[src/fdma_ram.sv]
// generic simple dual-port ram with registered read
`timescale 1ns / 1ps

module fdma_ram #(
    parameter int WIDTH = 8,
    parameter int DEPTH = 16
) (
    input  logic                     clk,
    input  logic                     wr_en,
    input  logic [$clog2(DEPTH)-1:0] wr_addr,
    input  logic [WIDTH-1:0]         wr_data,
    input  logic                     rd_en,
    input  logic [$clog2(DEPTH)-1:0] rd_addr,
    output logic [WIDTH-1:0]         rd_data
);

    logic [WIDTH-1:0] mem [DEPTH];

    always_ff @(posedge clk)
    begin
        if (wr_en)
        begin
            mem[wr_addr] <= wr_data;
        end
        if (rd_en)
        begin
            rd_data <= mem[rd_addr];
        end
    end

endmodule

[config.mk]
export PLATFORM = sky130hd
export DESIGN_NAME = fdma_ram
export DESIGN_NICKNAME = d
export VERILOG_FILES = /design/src/fdma_ram.sv
export SDC_FILE = /design/constraint.sdc
export NUM_CORES = 1
export LEC_CHECK = 0
export ABC_CLOCK_PERIOD_IN_PS = 5750
export BUFFER_PORTS_ARGS = -buffer_cell sky130_fd_sc_hd__buf_4
export CORE_UTILIZATION = 65
export CTS_CLUSTER_DIAMETER = 80
export CTS_CLUSTER_SIZE = 24
export DETAILED_ROUTE_END_ITERATION = 8
export HOLD_SLACK_MARGIN = 0.05
export PLACE_DENSITY_LB_ADDON = 0.1
export SLEW_MARGIN = 10
export SYNTH_ARGS = -nofsm -noshare
export SYNTH_HDL_FRONTEND = slang
export SYNTH_SLANG_ARGS = --single-unit
[constraint.sdc]
create_clock -name clk -period 5.75 [get_ports clk]
set_input_delay 1.4375 -clock clk [delete_from_list [all_inputs] [get_ports clk]]
set_output_delay 1.4375 -clock clk [all_outputs]
set_load 0.03 [all_outputs]
==> run summary, run 1 <==
SYNTHESIS
--------------------------------------------------------------------------------------
Synth area leader                                                         sky130_fd_sc_hd__edfxtp_1
Cell with the most instances after synthesis                              sky130_fd_sc_hd__edfxtp_1
Sequential cell area fraction in the yosys report                               78.12%
Fraction of registers with async set/reset                                          0%
Synth top area cells                                                      sky130_fd_sc_hd__edfxtp_1 (78%), sky130_fd_sc_hd__mux4_2 (7.8%), sky130_fd_sc_hd__mux4_1 (7.0%)
Number of instances in the synthesized netlist                                     229
Top flip-flop cell by instance count after synthesis                      sky130_fd_sc_hd__edfxtp_1
Mean cell area of the mapped netlist                                        22.83 um^2
Synth cell count leaders                                                  sky130_fd_sc_hd__edfxtp_1 (136), sky130_fd_sc_hd__mux4_2 (18), sky130_fd_sc_hd__a22oi_1 (16)
Area of the mapped netlist                                                   5228 um^2
Synthesized netlist net count                                                      248
Yosys warning count                                                                  0
Number of distinct library cells after synthesis                                    18
Number of enable-type register cells in the synthesized netlist                    136
Register bit total from synthesis                                                  136
Share of the synthesized area in the top cell type                              78.12%

WORST HOLD PATH
--------------------------------------------------------------------------------------
Worst hold path class                                                       reg -> reg
Start point of the worst hold path                                          mem[11][5]
Worst hold endpoint                                                         rd_data[5]
Count of cells along the worst hold path                                             3

CRITICAL PATH
--------------------------------------------------------------------------------------
Minimum setup slack among reg-to-reg paths                                     4.18 ns
Top fanout value on the critical path                                                8
R2R depth                                                                            3
Category of the critical setup timing path                                   in -> reg
Signal arrival time at the worst endpoint                                      3.07 ns
Worst reg2reg path startpoint                                                mem[1][1]
Capture instance of the worst register-to-register path                     rd_data[1]
Sort of element at the start of the critical path                            input pin
Critical path data required time                                               5.86 ns
Sort of element at the end of the critical path                               register

PLACED DESIGN
--------------------------------------------------------------------------------------
Sum of net half-perimeters after detailed placement                           5.740 mm
Number of I/O port buffers                                                          26
Final weighted congestion in routability-driven placement                       0.7354
Placed Instances                                                                   349

STA
--------------------------------------------------------------------------------------
Hold Violations, Final                                                               0
Fmax                                                                         337.9 MHz
Sum of negative setup slack                                                       0 ns
Worst slew margin                                                               16.24%
Max-slew violation count                                                             0
Tightest Pin Transition                                                       1.247 ns
Crit share post-route                                                           51.47%
Skew final                                                                 0.004768 ns
Setup violators final                                                                0
Final Hold Slack                                                             0.7820 ns
Min Tclk post-route                                                           2.959 ns
Unrepaired setup endpoints after global routing                                  false

FLOORPLAN
--------------------------------------------------------------------------------------
Core Footprint                                                               7767 um^2
Starting utilization of the core area                                           67.30%
Standard-cell rows                                                                  32
Die area                                                                     8405 um^2
Die width                                                                     91.68 um
Boundary Pins                                                                       27
Vertical die dimension                                                        91.68 um

DETAILED ROUTING
--------------------------------------------------------------------------------------
Violation count after the first detailed-route iteration                           234
Routed via count                                                                 2,497
First-pass detailed-route iteration total                                            4
Antenna Nets Post-Route                                                              0
Via density per instance                                                         6.554
Uppermost layer routed                                                            met4
DRC violation count after routing                                                    0
Routed wirelength normalized by instance count                                26.50 um
Routed length on met2                                                         5.110 mm
Routed Wire Length                                                            10.10 mm
Met3 wire length                                                                707 um
Post-route met1 wirelength                                                    4.135 mm

CTS
--------------------------------------------------------------------------------------
Sinks on the clock net                                                             136
Clock tree from TritonCTS                                                        built
Number of buffers inserted for hold repair after clock tree synthesis                0
Clock slew at the register clock pins of the worst setup and hold paths        0.06 ns
CTS Root Buffer Type                                                      sky130_fd_sc_hd__clkbuf_8
H-tree depth                                                                         4
Buffers inserted during post-CTS setup optimization                                  0
CTS Buf Count                                                                       17
CTS Buffer Depth                                                                     2
Resized Gates After CTS                                                              0
Worst skew pair latency                                                        0.49 ns

LAYOUT
--------------------------------------------------------------------------------------
Number of antenna cells inserted                                                     0
Post-layout net count                                                              285
Share of cells above drive strength 1                                           28.32%
Final non-filler cell total                                                        381
Area overhead of the layout relative to synthesis                               17.07%

PWR
--------------------------------------------------------------------------------------
Overall power                                                                 2.388 mW
Total power per unit cell area                                            390.2 nW/um^2
Leakage component of the power                                                2.046 nW
Largest vdd supply drop                                                       367.6 uV

GRT
--------------------------------------------------------------------------------------
Combined global-route utilization of all metal layers                           26.66%
Pin count of the biggest net entering global routing                                33
Number of antenna violations at the first check in global routing                    0
Remaining Overflow, GRT                                                              0
Global-route wire length before repair                                        15.21 mm
Via count of the first global-routing pass                                       2,556

RUN STATUS
--------------------------------------------------------------------------------------
Run status                                                                   completed

RUN
--------------------------------------------------------------------------------------
Reported max-cap violation count                                                     0

-- power by group --
| part | internal (mW) | switching, mW | leakage (nW) |
|---|---|---|---|
| sequential | 1.12 | 0.00623 | 1.24 |
| clock | 0.750 | 0.399 | 0.303 |
| combinational | 0.0451 | 0.0703 | 0.507 |
-- how the worst max path moves through the flow --
stage	start	to	slack (ns)	cells after the start
4_1_cts	wr_addr[2]	mem[0][6]	2.83	3
6_report	wr_addr[2]	mem[0][6]	2.79	3
3_3_place_gp	wr_addr[2]	mem[0][0]	2.39	3
2_1_floorplan	wr_addr[2]	mem[0][0]	2.82	2
5_1_grt	wr_addr[2]	mem[0][6]	2.81	3
3_5_place_dp	wr_addr[2]	mem[0][4]	2.32	3
-- placed cells by master (no fill, tap or decap), drive strengths merged, types with 2 or more instances in the layout --
| cell | n |
|---|---|
| nand3b | 2 |
| buf | 28 |
| a22oi | 16 |
| inv | 4 |
| clkinvlp | 3 |
| clkinv | 3 |
| nor2 | 13 |
| nand2 | 9 |
| nor3 | 4 |
| bufinv | 5 |
| nand2b | 2 |
| mux4 | 32 |
| clkbuf | 17 |
| edfxtp | 136 |
-- flip-flops by register name, indices dropped and copies added, names as in the netlist --
signal	count
mem	128
rd_data	8
-- metal layers --
layer  global-route usage (%)  vias up
met5                        0        -
li1                         -     1058
met1                    39.63     1273
met4                    7.540        0
met3                    5.721       15
met2                    41.23      151
-- area by class of cell --
class | count | area [um^2]
timing repair buffer | 28 | 210.2
tap | 102 | 127.6
sequential | 136 | 4084
fill | 403 | 1648
clock inverter | 15 | 221.5
clock buffer | 17 | 414.1
multi-input combinational | 83 | 1062
-- metrics by stage --
stage	cell area (um^2)	utilization (%)	setup WS [ns]
after global routing	6120	78.79	2.809
final	6120	78.79	2.791
after detailed placement	5479	70.54	2.321
after global placement	5479	70.54	2.386
after floorplan	5228	-	2.820
after CTS	6115	78.72	2.829
-- cell families (layout without fill, tap and decap cells) --
| family | count (synthesis) | count (layout) | share of synthesized area (%) |
|---|---|---|---|
| buffers and inverters | 10 | 60 | 1.651 |
| muxes | 32 | 32 | 14.79 |
| AOI/OAI and AO/OA | 16 | 16 | 2.298 |
| and+or+nand+nor | 35 | 35 | 3.136 |
| DFF | 136 | 136 | 78.12 |
-- worst max-delay path, cell delays in order --
cell and delay (ns):
sky130_fd_sc_hd__buf_4 0.12, sky130_fd_sc_hd__or3b_2 0.53, sky130_fd_sc_hd__nor3_1 0.97
No activity file was read; power rests on OpenSTA's default activity.
==> run 2: changes to the inputs <==
--- a/config.mk
+++ b/config.mk
@@ -5,9 +5,9 @@
 export SDC_FILE = /design/constraint.sdc
 export NUM_CORES = 1
 export LEC_CHECK = 0
-export ABC_CLOCK_PERIOD_IN_PS = 5750
+export ABC_CLOCK_PERIOD_IN_PS = 3100
 export BUFFER_PORTS_ARGS = -buffer_cell sky130_fd_sc_hd__buf_4
-export CORE_UTILIZATION = 65
+export CORE_UTILIZATION = 60
 export CTS_CLUSTER_DIAMETER = 80
 export CTS_CLUSTER_SIZE = 24
 export DETAILED_ROUTE_END_ITERATION = 8
==> constraint.sdc (replaced) <==
create_clock -name clk -period 3.1 [get_ports clk]
set_input_delay 0.775 -clock clk [delete_from_list [all_inputs] [get_ports clk]]
set_output_delay 0.775 -clock clk [all_outputs]
set_load 0.03 [all_outputs]
==> run 2 against run 1 <==
Effect of this change:
- via count shrank 3.7%
- setup slack lost 1.7 ns
- highest routed layer unchanged
- register-to-register slack lost 2.6 ns
- critical endpoint is now rd_data[3]
- sequential cell count is the same
==> run summary, run 2 (synthesis results as in run 1) <==
RUN
--------------------------------------------------------------------------------------
Reported max-cap violation count                                                     0   unchanged

FLOORPLAN
--------------------------------------------------------------------------------------
Core Footprint                                                               8341 um^2   was 7767 um^2
Standard-cell rows                                                                  33   was 32
Starting utilization of the core area                                           62.68%   was 67.30%
Die area                                                                     9090 um^2   was 8405 um^2
Die width                                                                     95.34 um   was 91.68 um
Vertical die dimension                                                        95.34 um   was 91.68 um
Boundary Pins                                                                       27   unchanged

STA
--------------------------------------------------------------------------------------
Sum of negative setup slack                                                       0 ns   unchanged
Final Hold Slack                                                             0.5633 ns   was 0.7820 ns
Max-slew violation count                                                             0   unchanged
Worst slew margin                                                               49.54%   was 16.24%
Hold Violations, Final                                                               0   unchanged
Skew final                                                                 0.008339 ns   was 0.004768 ns
Tightest Pin Transition                                                      0.7541 ns   was 1.247 ns
Crit share post-route                                                           64.02%
Fmax                                                                         503.9 MHz
Setup violators final                                                                0   unchanged
Min Tclk post-route                                                           1.985 ns
Unrepaired setup endpoints after global routing                                  false   unchanged

LAYOUT
--------------------------------------------------------------------------------------
Most common cell after layout, fill and taps aside                        sky130_fd_sc_hd__edfxtp_1   unchanged
Reg with most FFs                                                                  mem   unchanged
Fill cell total of the finished layout                                             502   was 403
Area overhead of the layout relative to synthesis                               17.83%   was 17.07%
Post-layout net count                                                              297   was 285
Flip-flop count of the largest register, all copies and words added                128   unchanged
Most frequent cells in the layout                                         sky130_fd_sc_hd__edfxtp_1 (136), sky130_fd_sc_hd__buf_4 (39), sky130_fd_sc_hd__mux4_2 (18)   was sky130_fd_sc_hd__edfxtp_1 (136), sky130_fd_sc_hd__buf_4 (28), sky130_fd_sc_hd__mux4_2 (18)
Number of antenna cells inserted                                                     0   unchanged
Post-Route Utilization                                                          73.85%   was 78.79%
Share of cells above drive strength 1                                           30.00%   was 28.32%
Registers with the most flip-flops                                        mem x128, rd_data x8   unchanged

GRT
--------------------------------------------------------------------------------------
Number of antenna violations at the first check in global routing                    0   unchanged
Global-route wire length before repair                                        13.70 mm   was 15.21 mm
Via count of the first global-routing pass                                       2,477   was 2,556
Remaining Overflow, GRT                                                              0   unchanged
Combined global-route utilization of all metal layers                           22.39%   was 26.66%
Pin count of the biggest net entering global routing                                33   unchanged

CRITICAL PATH
--------------------------------------------------------------------------------------
Signal arrival time at the worst endpoint                                      2.24 ns   was 3.07 ns
Category of the critical setup timing path                                   in -> reg   unchanged
CP cell instances                                                         buf_4 -> buf_12 -> mux4_1 -> a22oi_1 -> nand2_1   was buf_4 -> or3b_2 -> nor3_1
Cell class contributing the biggest share of worst-path delay             multiplexers   was simple AND/OR/NAND/NOR gates
Top fanout value on the critical path                                               20   was 8
Sort of element at the start of the critical path                            input pin   unchanged
Critical path data required time                                               3.35 ns   was 5.86 ns
Maximum cell stage delay along the critical path                               0.58 ns   was 0.97 ns
Critical path buffer and inverter count                                              2   was 1
Sort of element at the end of the critical path                               register   unchanged
Slowest CP cell                                                           sky130_fd_sc_hd__mux4_1   was sky130_fd_sc_hd__nor3_1

CTS
--------------------------------------------------------------------------------------
Clock slew at the register clock pins of the worst setup and hold paths        0.06 ns   about the same
Worst skew pair latency                                                        0.51 ns   was 0.49 ns
CTS Root Buffer Type                                                      sky130_fd_sc_hd__clkbuf_8   unchanged
Clock tree from TritonCTS                                                        built   unchanged
CTS Buffer Depth                                                                     2   unchanged
Sinks on the clock net                                                             136   unchanged
CTS Buf Count                                                                       17   unchanged
Number of buffers inserted for hold repair after clock tree synthesis                0   unchanged
Resized Gates After CTS                                                              0   unchanged
H-tree depth                                                                         4   unchanged
Buffers inserted during post-CTS setup optimization                                  0   unchanged

DETAILED ROUTING
--------------------------------------------------------------------------------------
Routed via count                                                                 2,405   was 2,497
Via density per instance                                                         6.089   was 6.554
Violation count after the first detailed-route iteration                           202   was 234
Antenna Nets Post-Route                                                              0   unchanged
First-pass detailed-route iteration total                                            4   unchanged
Routed Wire Length                                                            9.052 mm   was 10.10 mm
Routed wirelength normalized by instance count                                22.92 um   was 26.50 um
DRC violation count after routing                                                    0   unchanged

PWR
--------------------------------------------------------------------------------------
Largest vdd supply drop                                                       471.0 uV   was 367.6 uV
Total power per unit cell area                                            684.2 nW/um^2   was 390.2 nW/um^2
Leakage component of the power                                                2.082 nW   was 2.046 nW

PLACED DESIGN
--------------------------------------------------------------------------------------
Sum of net half-perimeters after detailed placement                           5.887 mm   was 5.740 mm
Number of I/O port buffers                                                          26   unchanged
Final weighted congestion in routability-driven placement                       0.7290   was 0.7354

WORST HOLD PATH
--------------------------------------------------------------------------------------
Worst hold path class                                                        in -> reg   was reg -> reg

RUN STATUS
--------------------------------------------------------------------------------------
Run status                                                                   completed   unchanged

run 2: report_power, final:
| part | total [mW] | switching (mW) | leakage [nW] | internal (mW) |
|---|---|---|---|---|
| Clock | 1.92 | 0.710 | 0.272 | 1.21 |
| Combinational | 0.209 | 0.120 | 0.574 | 0.0890 |
| Sequential | 2.08 | 0.0103 | 1.24 | 2.07 |
| Total | 4.21 | 0.840 | 2.08 | 3.37 |
run 2: per-layer routing:
layer  GRT usage, %  share of wire [%]
met2          34.58                 50
met3          7.416                3.6
met1          29.69                 45
met5              0                  0
met4          8.965                1.4
run 2: worst paths after layout:
kind | startpoint | endpoint | slack, ns | cells after the start
setup reg to reg | mem[1][3] | rd_data[3] | 1.57 | 3
hold / removal | rd_en | rd_data[3] | 0.56 | 1
hold reg to reg | mem[15][0] | rd_data[0] | 0.77 | 3
setup / recovery | rd_addr[0] | rd_data[3] | 1.12 | 5
run 2: layout make-up:
class | instances | area (um^2) | area share [%]
repair buffers | 40 | 312.8 | 5.078
clock buffers | 18 | 417.9 | 6.784
clock inverters | 13 | 156.4 | 2.539
flip-flops and latches | 136 | 4084 | 66.30
well taps | 105 | 131.4 | 2.133
multi-input cells | 83 | 1057 | 17.16
run 2: worst register-to-register path, stage by stage, from the launching register on:
cell,delay (ns)
sky130_fd_sc_hd__edfxtp_1,0.38
sky130_fd_sc_hd__mux4_1,0.52
sky130_fd_sc_hd__a22oi_1,0.28
sky130_fd_sc_hd__nand2_1,0.11
run 2: metrics by stage:
stage	setup slack (ns)	cells	power (mW)	cell area [um^2]
after floorplan	0.8321	229	2.241	5228
after global placement	0.6709	364	2.323	5585
after detailed placement	0.6241	364	2.330	5585
after CTS	1.136	395	4.233	6160
after global routing	1.099	395	4.328	6160
final	1.115	395	4.214	6160
